--- src/kqs_pkg.sv ---
package kqs_pkg;

  // configuration register indexes
  localparam int unsigned RegKeyIsSigned    = 0;
  localparam int unsigned RegOrderDescending = 1;

  // sort sequencer state codes
  localparam logic [3:0] StLoad    = 4'd0;
  localparam logic [3:0] StPop     = 4'd1;
  localparam logic [3:0] StPivRd   = 4'd2;
  localparam logic [3:0] StPivCmp  = 4'd3;
  localparam logic [3:0] StSwapRd  = 4'd4;
  localparam logic [3:0] StSwapWr  = 4'd5;
  localparam logic [3:0] StLeftCmp = 4'd6;
  localparam logic [3:0] StRightCmp = 4'd7;
  localparam logic [3:0] StPush    = 4'd8;
  localparam logic [3:0] StEmitRd  = 4'd9;
  localparam logic [3:0] StEmit    = 4'd10;
  localparam logic [3:0] StSwapWr2 = 4'd11;
  localparam logic [3:0] StPopRd   = 4'd12;

  // compare mode travelling into the comparator
  typedef struct packed {
    logic is_signed;
    logic descending;
  } cmp_mode_t;

endpackage

--- src/key_quicksort_top.sv ---
// Batch key sorter. Keys arrive one per request on the slave stream; the request with
// s_axis_tlast set closes the batch. The stored keys (up to MAX_KEYS, extra keys are
// dropped and flag overflow) are then sorted in place by a quicksort whose pivot is the
// later in sort order of the first two distinct keys in a range and whose split is a
// Hoare-style partition, driven by an explicit range stack. All work runs through one
// shared comparator and a single-port key memory, one memory access per cycle. Keys
// are taken only in the load state while no output key is pending; while sorting and
// emitting the block accepts nothing. Sorted keys leave on the master stream, tlast on
// the final key, tuser carrying the overflow flag. Registers: 0x0 key_is_signed, 0x4
// order_descending (bit 0 each).
module key_quicksort_top import kqs_pkg::*; #(
  parameter int unsigned MAX_KEYS  = 64,
  parameter int unsigned KEY_WIDTH = 32
) (
  input  logic        clk_i,
  input  logic        rst_ni,
  input  logic        s_axis_tvalid_i,
  output logic        s_axis_tready_o,
  input  logic [31:0] s_axis_tdata_i,   // key_in[31:0]
  input  logic        s_axis_tlast_i,   // batch_end
  output logic        m_axis_tvalid_o,
  input  logic        m_axis_tready_i,
  output logic [31:0] m_axis_tdata_o,   // key_out[31:0]
  output logic        m_axis_tlast_o,   // run_end
  output logic        m_axis_tuser_o,   // overflowed
  input  logic        psel_i,
  input  logic        penable_i,
  input  logic        pwrite_i,
  input  logic [2:0]  paddr_i,
  input  logic [31:0] pwdata_i,
  output logic [31:0] prdata_o,
  output logic        pready_o
);

  localparam int unsigned IW = (MAX_KEYS > 1) ? $clog2(MAX_KEYS) : 1;
  localparam int unsigned CW = $clog2(MAX_KEYS + 1);
  localparam int unsigned SD = MAX_KEYS; // range stack depth
  localparam int unsigned SW = $clog2(SD + 1);

  // configuration
  logic signed_q, desc_q;
  cmp_mode_t mode;
  assign mode = '{is_signed: signed_q, descending: desc_q};
  assign pready_o = 1'b1;

  always_ff @(posedge clk_i or negedge rst_ni) begin
    if (!rst_ni) begin
      signed_q <= 1'b0;
      desc_q   <= 1'b0;
    end else if (psel_i && penable_i && pwrite_i) begin
      if (paddr_i[2] == 1'(RegOrderDescending)) desc_q <= pwdata_i[0];
      else signed_q <= pwdata_i[0];
    end
  end
  assign prdata_o = {31'd0, (paddr_i[2] == 1'(RegOrderDescending)) ? desc_q : signed_q};

  // sequencer state
  logic [3:0]      st_q, st_d;
  logic [CW-1:0]   cnt_q, cnt_d;
  logic            ovf_q, ovf_d;
  logic [IW-1:0]   lo_q, lo_d, hi_q, hi_d, left_q, left_d, right_q, right_d;
  logic [IW-1:0]   k_q, k_d;
  logic [KEY_WIDTH-1:0] piv_key_q, piv_key_d, ref_key_q, ref_key_d, tmp_q, tmp_d;
  logic [CW-1:0]   emit_q, emit_d;
  logic [SW-1:0]   sp_q, sp_d;
  logic [IW-1:0]   stk_lo [SD];
  logic [IW-1:0]   stk_hi [SD];
  logic [IW-1:0]   stk_top_lo_q, stk_top_hi_q;
  logic            out_v_q, out_v_d, out_l_q, out_l_d;
  logic [31:0]     out_k_q, out_k_d;

  // key memory: one access per cycle, registered read
  logic [KEY_WIDTH-1:0] mem [MAX_KEYS];
  logic [KEY_WIDTH-1:0] rd_q;
  logic                 we;
  logic [IW-1:0]        addr;
  logic [KEY_WIDTH-1:0] wdata;

  always_ff @(posedge clk_i) begin
    if (we) mem[addr] <= wdata;
    rd_q <= mem[addr];
  end

  // range stack, top entry read into a register
  logic push;
  logic [IW-1:0] push_lo, push_hi;
  always_ff @(posedge clk_i) begin
    if (push) begin
      stk_lo[sp_q[IW-1:0]] <= push_lo;
      stk_hi[sp_q[IW-1:0]] <= push_hi;
    end
    stk_top_lo_q <= stk_lo[sp_q[IW-1:0] - 1'b1];
    stk_top_hi_q <= stk_hi[sp_q[IW-1:0] - 1'b1];
  end

  // shared comparator
  logic [KEY_WIDTH-1:0] ca, cb;
  logic lt, gt;
  kqs_cmp #(.KEY_WIDTH(KEY_WIDTH)) u_cmp (
    .mode_i(mode), .a_i(ca), .b_i(cb), .lt_o(lt), .gt_o(gt)
  );

  logic in_acc;
  assign s_axis_tready_o = (st_q == StLoad) && !out_v_q;
  assign in_acc = s_axis_tvalid_i && s_axis_tready_o;

  always_comb begin
    st_d = st_q; cnt_d = cnt_q; ovf_d = ovf_q;
    lo_d = lo_q; hi_d = hi_q; left_d = left_q; right_d = right_q;
    k_d = k_q; piv_key_d = piv_key_q; ref_key_d = ref_key_q; tmp_d = tmp_q;
    emit_d = emit_q; sp_d = sp_q; out_v_d = out_v_q; out_l_d = out_l_q; out_k_d = out_k_q;
    we = 1'b0; addr = left_q; wdata = tmp_q;
    push = 1'b0; push_lo = lo_q; push_hi = left_q - 1'b1;
    ca = rd_q; cb = ref_key_q;
    unique case (st_q)
      StLoad: begin
        addr = cnt_q[IW-1:0];
        wdata = KEY_WIDTH'(s_axis_tdata_i);
        if (in_acc) begin
          if (cnt_q < CW'(MAX_KEYS)) begin
            we = 1'b1;
            cnt_d = cnt_q + 1'b1;
          end else ovf_d = 1'b1;
          if (s_axis_tlast_i) begin
            // push whole range, count is at least one after this request
            push = 1'b1; push_lo = '0;
            push_hi = (cnt_q < CW'(MAX_KEYS)) ? cnt_q[IW-1:0] : IW'(MAX_KEYS - 1);
            sp_d = SW'(1);
            st_d = StPop;
          end
        end
      end
      StPop: begin
        if (sp_q == '0) begin
          emit_d = '0; st_d = StEmitRd;
        end else begin
          sp_d = sp_q - 1'b1;
          st_d = StPopRd;
        end
      end
      StPopRd: begin
        // top entry registered during the pop cycle
        lo_d = stk_top_lo_q;
        hi_d = stk_top_hi_q;
        if (stk_top_lo_q < stk_top_hi_q) begin
          addr = stk_top_lo_q;
          k_d = stk_top_lo_q + 1'b1;
          st_d = StPivRd;
        end else st_d = StPop;
      end
      StPivRd: begin
        // rd_q holds key[lo]
        ref_key_d = rd_q;
        addr = k_q;
        st_d = StPivCmp;
      end
      StPivCmp: begin
        // compare key[k] against key[lo]
        if (gt) begin
          piv_key_d = rd_q;
          left_d = lo_q; right_d = hi_q; addr = lo_q; st_d = StSwapRd;
        end else if (lt) begin
          piv_key_d = ref_key_q;
          left_d = lo_q; right_d = hi_q; addr = lo_q; st_d = StSwapRd;
        end else if (k_q == hi_q) begin
          st_d = StPop;
        end else begin
          addr = k_q + 1'b1;
          k_d = k_q + 1'b1;
        end
      end
      StSwapRd: begin
        // rd_q = key[left]; fetch key[right]
        tmp_d = rd_q;
        addr = right_q;
        st_d = StSwapWr;
      end
      StSwapWr: begin
        // write key[right] into left
        we = 1'b1; addr = left_q; wdata = rd_q;
        st_d = StSwapWr2;
      end
      StSwapWr2: begin
        we = 1'b1; addr = right_q; wdata = tmp_q;
        st_d = StLeftCmp;
      end
      StLeftCmp: begin
        // read address left issued last cycle? issue now, compare next
        addr = left_q;
        st_d = StRightCmp;
        k_d = '0;
      end
      StRightCmp: begin
        cb = piv_key_q;
        if (k_q == '0) begin
          // rd_q = key[left]
          if (left_q < hi_q && lt) begin
            left_d = left_q + 1'b1;
            addr = left_q + 1'b1;
          end else begin
            k_d = IW'(1);
            addr = right_q;
          end
        end else begin
          // rd_q = key[right]
          if (right_q > lo_q && !lt) begin
            right_d = right_q - 1'b1;
            addr = right_q - 1'b1;
          end else if (left_q <= right_q) begin
            addr = left_q;
            st_d = StSwapRd;
          end else begin
            st_d = StPush;
          end
        end
      end
      StPush: begin
        // left is mid; push (mid,hi) then (lo,mid-1) so the lower range goes first
        if (left_q > lo_q && left_q <= hi_q) begin
          push = 1'b1;
          sp_d = sp_q + 1'b1;
          if (k_q != '0) begin
            push_lo = left_q; push_hi = hi_q;
            k_d = '0;
          end else begin
            push_lo = lo_q; push_hi = left_q - 1'b1;
            st_d = StPop;
          end
        end else st_d = StPop;
      end
      StEmitRd: begin
        addr = emit_q[IW-1:0];
        if (!out_v_q || m_axis_tready_i) st_d = StEmit;
      end
      StEmit: begin
        if (!out_v_q || m_axis_tready_i) begin
          out_v_d = 1'b1;
          out_k_d = 32'(rd_q);
          out_l_d = (emit_q + 1'b1 == cnt_q);
          emit_d = emit_q + 1'b1;
          if (emit_q + 1'b1 == cnt_q) begin
            st_d = StLoad; cnt_d = '0;
          end else st_d = StEmitRd;
        end
      end
      default: st_d = StLoad;
    endcase
    if (out_v_q && m_axis_tready_i && !(st_q == StEmit)) out_v_d = 1'b0;
    if (out_v_q && m_axis_tready_i && out_l_q) ovf_d = 1'b0;
  end

  logic out_ovf_q;
  always_ff @(posedge clk_i or negedge rst_ni) begin
    if (!rst_ni) begin
      st_q <= StLoad; cnt_q <= '0; ovf_q <= 1'b0; sp_q <= '0; out_v_q <= 1'b0;
      out_l_q <= 1'b0; emit_q <= '0; k_q <= '0; out_ovf_q <= 1'b0;
    end else begin
      st_q <= st_d; cnt_q <= cnt_d; sp_q <= sp_d; out_v_q <= out_v_d;
      out_l_q <= out_l_d; emit_q <= emit_d; k_q <= k_d;
      ovf_q <= (st_q == StEmit && st_d == StLoad) ? 1'b0 : ovf_d;
      if (st_q == StEmit && st_d != StEmit) out_ovf_q <= ovf_q;
    end
  end

  always_ff @(posedge clk_i) begin
    lo_q <= lo_d; hi_q <= hi_d; left_q <= left_d; right_q <= right_d;
    piv_key_q <= piv_key_d; ref_key_q <= ref_key_d; tmp_q <= tmp_d;
    out_k_q <= out_k_d;
  end

  assign m_axis_tvalid_o = out_v_q;
  assign m_axis_tdata_o  = out_k_q;
  assign m_axis_tlast_o  = out_l_q;
  assign m_axis_tuser_o  = out_ovf_q;

  // no input taken while a batch is in flight
  assert property (@(posedge clk_i) disable iff (!rst_ni)
    (st_q != StLoad) |-> !s_axis_tready_o) else $error("ready outside load");
  // stored count never exceeds capacity
  assert property (@(posedge clk_i) disable iff (!rst_ni)
    cnt_q <= CW'(MAX_KEYS)) else $error("count overrun");
  // range stack stays within its depth
  assert property (@(posedge clk_i) disable iff (!rst_ni)
    sp_q <= SW'(SD)) else $error("stack overrun");

endmodule

--- src/kqs_cmp.sv ---
module kqs_cmp import kqs_pkg::*; #(
  parameter int unsigned KEY_WIDTH = 32
) (
  input  cmp_mode_t              mode_i,
  input  logic [KEY_WIDTH-1:0]   a_i,
  input  logic [KEY_WIDTH-1:0]   b_i,
  output logic                   lt_o,
  output logic                   gt_o
);

  logic [KEY_WIDTH-1:0] a_adj, b_adj;
  logic a_lt, a_gt;

  always_comb begin
    a_adj = a_i;
    b_adj = b_i;
    // flip the sign bit so an unsigned compare orders two's complement keys
    if (mode_i.is_signed) begin
      a_adj[KEY_WIDTH-1] = ~a_i[KEY_WIDTH-1];
      b_adj[KEY_WIDTH-1] = ~b_i[KEY_WIDTH-1];
    end
    a_lt = a_adj < b_adj;
    a_gt = a_adj > b_adj;
    lt_o = mode_i.descending ? a_gt : a_lt;
    gt_o = mode_i.descending ? a_lt : a_gt;
  end

endmodule
--- config.mk ---
export PLATFORM = sky130hd
export DESIGN_NAME = key_quicksort_top
export DESIGN_NICKNAME = d
export VERILOG_FILES = /design/src/kqs_pkg.sv /design/src/key_quicksort_top.sv /design/src/kqs_cmp.sv
export SDC_FILE = /design/constraint.sdc
export NUM_CORES = 2
export LEC_CHECK = 0
export BUFFER_PORTS_ARGS = -buffer_cell sky130_fd_sc_hd__buf_2
export CELL_PAD_IN_SITES_DETAIL_PLACEMENT = 1
export CELL_PAD_IN_SITES_GLOBAL_PLACEMENT = 1
export CORE_MARGIN = 1.5
export CORE_UTILIZATION = 61
export CTS_BUF_LIST = sky130_fd_sc_hd__clkbuf_4
export CTS_CLUSTER_DIAMETER = 150
export DETAILED_ROUTE_END_ITERATION = 10
export PLACE_DENSITY = 0.95
export SYNTH_ARGS = -nofsm -noshare
export SYNTH_HDL_FRONTEND = slang
export SYNTH_SLANG_ARGS = --single-unit
--- constraint.sdc ---
create_clock -name clk_i -period 12.63 [get_ports clk_i]
set_clock_uncertainty 0.15 [all_clocks]
set_input_delay 2.526 -clock clk_i [delete_from_list [all_inputs] [get_ports clk_i]]
set_output_delay 2.526 -clock clk_i [all_outputs]
set_load 0.005 [all_outputs]
==> metrics.md, run 1 <==
| Metric | Value |
|---|---|
| Total congestion overflow | `67` |
| Number of top-level design ports | `around 140` |
| Top post-synthesis cells by area | `edfxtp_1 (72%), mux2i_1 (5.8%), mux4_2 (4.6%)` |
| Number of synthesized flops with an enable pin | `approximately 3,000` |
| Proportion of synthesized flip-flops having asynchronous set or reset | `0.01214` |
| Routability-driven placement congestion ratio | `0.9108` |
| Placed instance area | `around 130,000 sq um` |
| Halt Reason | `[ERROR GRT-0232] Routing congestion too high. Check the congestion heatmap in the GUI.` |
| Antenna violations before repair | `95` |
| Clock Sink Count | `3,049` |
| Post-synthesis instance area | `123,100 sq um` |
| Quantity of gates resized following cts | `0` |
| Place WS | `2608 ps` |
| Synth Warn # | `0` |
| CTS H-tree depth | `6` |
| Maximum number of pins on one net before global-route repair | `142` |
| Number of cells produced by synthesis | `approximately 7,400` |
| HPWL after DPL | `242,800 microns` |
| Fraction of the yosys area taken by sequential cells | `0.7384` |
| Number of buffers added for setup after CTS | `0` |
| Flop and latch count out of synthesis | `3,049` |
| Status | `aborted with a tool error` |
| Worst ep type | `register input` |
| Endpoint with the least setup slack after the last repair | `ca[0]$_DFF_P_/D` |
| Number of buffers created by CTS | `740` |
| Standard-cell rows | `164` |
| Total Routing Usage GR | `0.7442` |
| Average cell area after synthesis | `between 15 and 20 sq um` |
| Buffer type at the clock tree root | `clkbuf_4` |
| Most used flip-flop cell after synthesis | `edfxtp_1` |
| Synth unique cells | `88` |
| Die boundary width | `452.3 microns` |
| Height of the chip | `452.3 microns` |
| Area share of the leading cell type in the synthesized netlist | `0.7238` |
| Cts hold-fix bufs | `0` |
| Stopping stage | `5_1_grt` |
| Maximum count of clock buffers along a single path | `4` |
| Cell type with the largest total area after synthesis | `edfxtp_1` |
| Starting utilization of the core area | `0.6149` |
| Count of buffers inserted at the top-level ports | `78` |
[metrics by stage]
| step | instances | utilization |
|---|---|---|
| after floorplan | 7470 | - |
| after global placement | 9923 | 0.6341 |
| after detailed placement | 9923 | 0.6341 |
| after CTS | 11210 | 0.6803 |
[synthesized netlist by cell type, drive strengths merged, types with 16 or more instances]
library cell	n
a211oi	211
a21oi	62
a22oi	38
a31oi	63
a32oi	27
and3	189
buf	244
clkbuf	218
dfrtp	37
dfxtp	44
edfxtp	2968
ha	79
inv	39
mux2	162
mux2i	715
mux4	252
nand2	1001
nand2b	16
nand3	385
nand4	49
nor2	203
nor3	24
o211a	28
o211ai	19
o21ai	71
o22a	27
o22ai	35
xnor2	25
xor2	25
[per-layer routing]
metal / track usage / overflow
met4: 0.7381 / 38
met1: 0.7324 / 3
met3: 0.6456 / 1
met5: 0.4678 / 1
met2: 0.8627 / 24
[cell families after synthesis]
group                      Yosys count  synth area share
adders and majority gates           80          0.008189
and+or+nand+nor                   1940           0.07062
AOI/OAI and AO/OA                  688           0.04089
muxes                             1129            0.1190
xor gates and xnor gates            50          0.003556
DFF                               3049            0.7384
buffers and inverters              502           0.01923
other                                2        0.00006099
==> run 2: changes to the inputs <==
Settings changed: CELL_PAD_IN_SITES_DETAIL_PLACEMENT 1 to default, CELL_PAD_IN_SITES_GLOBAL_PLACEMENT 1 to default, CORE_UTILIZATION 61 to 40, CTS_BUF_LIST sky130_fd_sc_hd__clkbuf_4 to default, CTS_CLUSTER_DIAMETER 150 to default, PLACE_DENSITY 0.95 to default, PLACE_DENSITY_LB_ADDON from default to 0.15.
==> run 2 against run 1 <==
  * Synthesized cell count did not move
  * Synthesized area unchanged
  * The run now ends clean
==> metrics.md, run 2 <==
| Metric | Value |
|---|---|
| Status | `finished clean` |
| Post-synthesis instance area | `123,100 sq um` |
| Depth of the most critical reg-to-reg path | `16` |
| Number of buffers added for setup after CTS | `0` |
| DRC violation count after routing | `0` |
| Max-slew violations | `0` |
| Number of buffers created by CTS | `between 300 and 400` |
| Count of buffers inserted at the top-level ports | `between 70 and 80` |
| Final critical path time including I/O delays and setup | `8946 ps` |
| Ratio of total power to cell area | `292.5 nW/um^2` |
| Fraction of the yosys area taken by sequential cells | `0.7384` |
| Cell type with the largest total area after synthesis | `edfxtp_1` |
| Via count of the first global-routing pass | `65,710` |
| Most used standard cells in the synthesized netlist | `edfxtp_1 (2,968), nand2_1 (1,001), mux2i_1 (715)` |
| Largest reg by FF count | `mem` |
| Endpoint of the worst hold path | `hi_q[3]` |
| Synth Area in XOR/XNOR | `0.003556` |
| Critical path capture point type | `register` |
| Max stage delay cell, worst path | `nor2_4` |
| Total congestion overflow | `0` |
| Kind of start point of the critical path | `register` |
| Die boundary width | `557.8 microns` |
| Post-Route Setup TNS | `0 ps` |
| Post-route antenna net violation count | `0` |
| Main combinational cell family by area after synthesis | `multiplexers` |
| Proportion of synthesized flip-flops having asynchronous set or reset | `0.01214` |
| Commonest cells after routing, fill and taps aside | `edfxtp_1 (2,968), nand2_1 (965), mux2i_1 (714), nand3_1 (379), clkbuf_16 (339)` |
| Clock Sink Count | `3,049` |
| Vias after detailed routing | `66,940` |
| Reg-to-Reg Start | `st_q[1]` |
| Path type of the worst setup path | `register to register` |
| Path type of the worst min-delay path | `register to register` |
| Relative slew slack | `0.1158` |
| Maximum fanout encountered on the critical timing path | `33` |
| Worst reg2reg path endpoint | `mem[18][26]` |
| Fraction of the mapped netlist area in adder cells | `0.008189` |
| Unrepaired setup endpoints after global routing | `false` |
| Number of synthesized flops with an enable pin | `2,968` |
| Starting DRT DRC Count | `~6,500` |
| Area share of and/or/nand/nor cells after synthesis | `0.07062` |
| Flop and latch count out of synthesis | `3,049` |
| Register-to-Register Setup Slack | `3680 ps` |
| NumNets Final | `7,821` |
| Share of cells above drive strength 1 | `0.1662` |
| Critical path arrival | `9330 ps` |
| Cts hold-fix bufs | `0` |
| Height of the chip | `around 560 microns` |
| Startpoint of the lowest-slack hold path | `stk_top_hi_q[3]` |
| Area share of the leading cell type in the synthesized netlist | `0.7238` |
| Final Cycle Share | `0.7083` |
| Average cell area after synthesis | `between 15 and 20 sq um` |
| Standard-cell rows | `203` |
| Final wirelength | `340,800 microns` |
| Quantity of gates resized following cts | `0` |
| Number of iterations in the first detailed-routing pass | `5` |
| Number of top-level design ports | `between 100 and 150` |
| First-pass GRT wire length | `just under 500,000 microns` |
| CTS clk-pin slew, worst paths | `60 ps` |
| Starting utilization of the core area | `0.4023` |
| Synth Warn # | `0` |
| WP data required | `around 13,000 ps` |
| Antenna violations before repair | `19` |
| Most instantiated library cell after synthesis | `edfxtp_1` |
| Static Leak | `48.06 nW` |
| Instance count along the most critical hold path | `0` |
| Maxcap violations | `0` |
| Final-layout worst hold slack | `288.9 ps` |
| Via density per instance | `5.555` |
| Highest clock rate | `111.8 MHz` |
| Clock latency on the worst-skew pair | `just over 900 ps` |
| Peak supply drop | `about 0.49 mV` |
| Cells traversed along the worst timing path | `nand3_2 -> buf_4 -> mux2i_1 -> ha_1 -> nand4_2 -> nor4_4 -> a21bo_2 -> and3_1 -> a21oi_2 -> mux2i_1 -> o21ai_0 -> a211o_2 -> and2_4 -> nand4_1 -> nor2_4 -> buf_4` |
| Maximum number of pins on one net before global-route repair | `150` |
| Worst Tran Pin Value | `1322 ps` |
| Multiplexer share of the synthesized area | `0.1190` |
| Buffer type at the clock tree root | `clkbuf_16` |
| Layout overhead on the synthesized area | `13.83%` |
| Synth unique cells | `88` |
| Most used flip-flop cell after synthesis | `edfxtp_1` |
| Total Routing Usage GR | `0.2162` |
| Biggest cell delay along the critical path | `1130 ps` |
| TritonCTS clock tree | `yes` |
| Number of cells produced by synthesis | `between 7,000 and 8,000` |
| Finish-stage setup viols | `0` |
| Max reg flops | `2,048` |
| Fillcell total | `26,430` |
| Top post-synthesis cells by area | `edfxtp_1 (72%), mux2i_1 (5.8%), mux4_2 (4.6%)` |
| Core Box Area | `306,100 sq um` |
| Commonest non-fill, non-tap cell in the layout | `edfxtp_1` |
| Final hold viol count | `0` |
| Average wire per standard cell | `28.28 microns` |
| Routability-driven placement congestion ratio | `0.8234` |
| CTS H-tree depth | `5` |
| Overall die area | `311,200 sq um` |
| Post-synthesis compound-gate area fraction | `0.04089` |
| Maximum count of clock buffers along a single path | `4` |
| HPWL after DPL | `196,000 microns` |
-- run 2: cell counts after synthesis --
Identical to the previous run, type by type.
-- run 2: area by class of cell --
cell class / count / area, sq um / share of cell area
flip-flops and latches: 3049 / 90940 / 0.6487
multi-input cells: 3919 / 30740 / 0.2193
clock buffers: 438 / 8965 / 0.06396
well taps: 4100 / 5130 / 0.03660
repair buffers: 321 / 2377 / 0.01696
clock inverters: 177 / 1859 / 0.01326
inverters: 40 / 150.1 / 0.001071
diodes: 6 / 15.01 / 0.0001071
-- run 2: critical path, delay by kind of cell, from the launching register on --
| family | cells | cell delay, ps |
|---|---|---|
| AO/OA/AOI/OAI | 4 | 1480 |
| adder cells (fa/ha/maj) | 1 | 370 |
| buffers and inverters | 2 | 1030 |
| flip-flops | 1 | 900 |
| multiplexers | 2 | 370 |
| AND/OR/NAND/NOR | 7 | 4100 |
-- run 2: kinds of logic (layout without fill, tap and decap cells) --
group           count (synthesis)  count (layout)
flops                        3049            3049
simple gates                 1940            1940
mux                          1129            1129
compound gates                688             688
buf+inv                       502             976
fa+ha+maj                      80              80
xor+xnor                       50              50
other cells                     2              38
-- run 2: worst max path at each step --
stage / start / end / slack [ps] / depth (start not counted)
detailed placement: st_q[1] / mem[18][29] / 3940 / 16
floorplan: st_q[3] / mem[11][0] / 5230 / 17
CTS: st_q[1] / mem[18][6] / 3880 / 16
finish: st_q[1] / mem[18][26] / 3680 / 16
global placement: st_q[1] / mem[23][8] / 3920 / 16
global route: st_q[1] / mem[18][6] / 3350 / 16
-- run 2: per-stage QoR --
| stage | worst slack, ps | utilization | std cells | instance area [sq um] | total power [mW] |
|---|---|---|---|---|---|
| final | 3684 | 0.4580 | 12050 | 140200 | 41.00 |
| after global routing | 3346 | 0.4580 | 12050 | 140200 | 42.77 |
| after CTS | 3883 | 0.4579 | 12040 | 140200 | 41.31 |
| after detailed placement | 3945 | 0.4226 | 11430 | 129300 | 31.64 |
| after global placement | 3925 | 0.4226 | 11430 | 129300 | 31.42 |
| after floorplan | 5229 | - | 7470 | 123300 | 25.14 |
-- run 2: power by group --
part | internal, mW | total [mW] | switching, mW | leakage, nW
Sequential | 13.6 | 13.9 | 0.302 | 27.6
Combinational | 5.50 | 17.4 | 11.9 | 15.2
Clock | 5.64 | 9.66 | 4.02 | 5.24
Total | 24.7 | 41.0 | 16.3 | 48.1
-- run 2: routing by layer --
layer  wire [microns]  vias up  track usage
li1                 -    29520            -
met1           146000    34900       0.2937
met2           167200     2022       0.3648
met3            18520      497      0.02738
met4             9065        2      0.06057
met5               13        -            0
(Power assumes the default switching activity.)
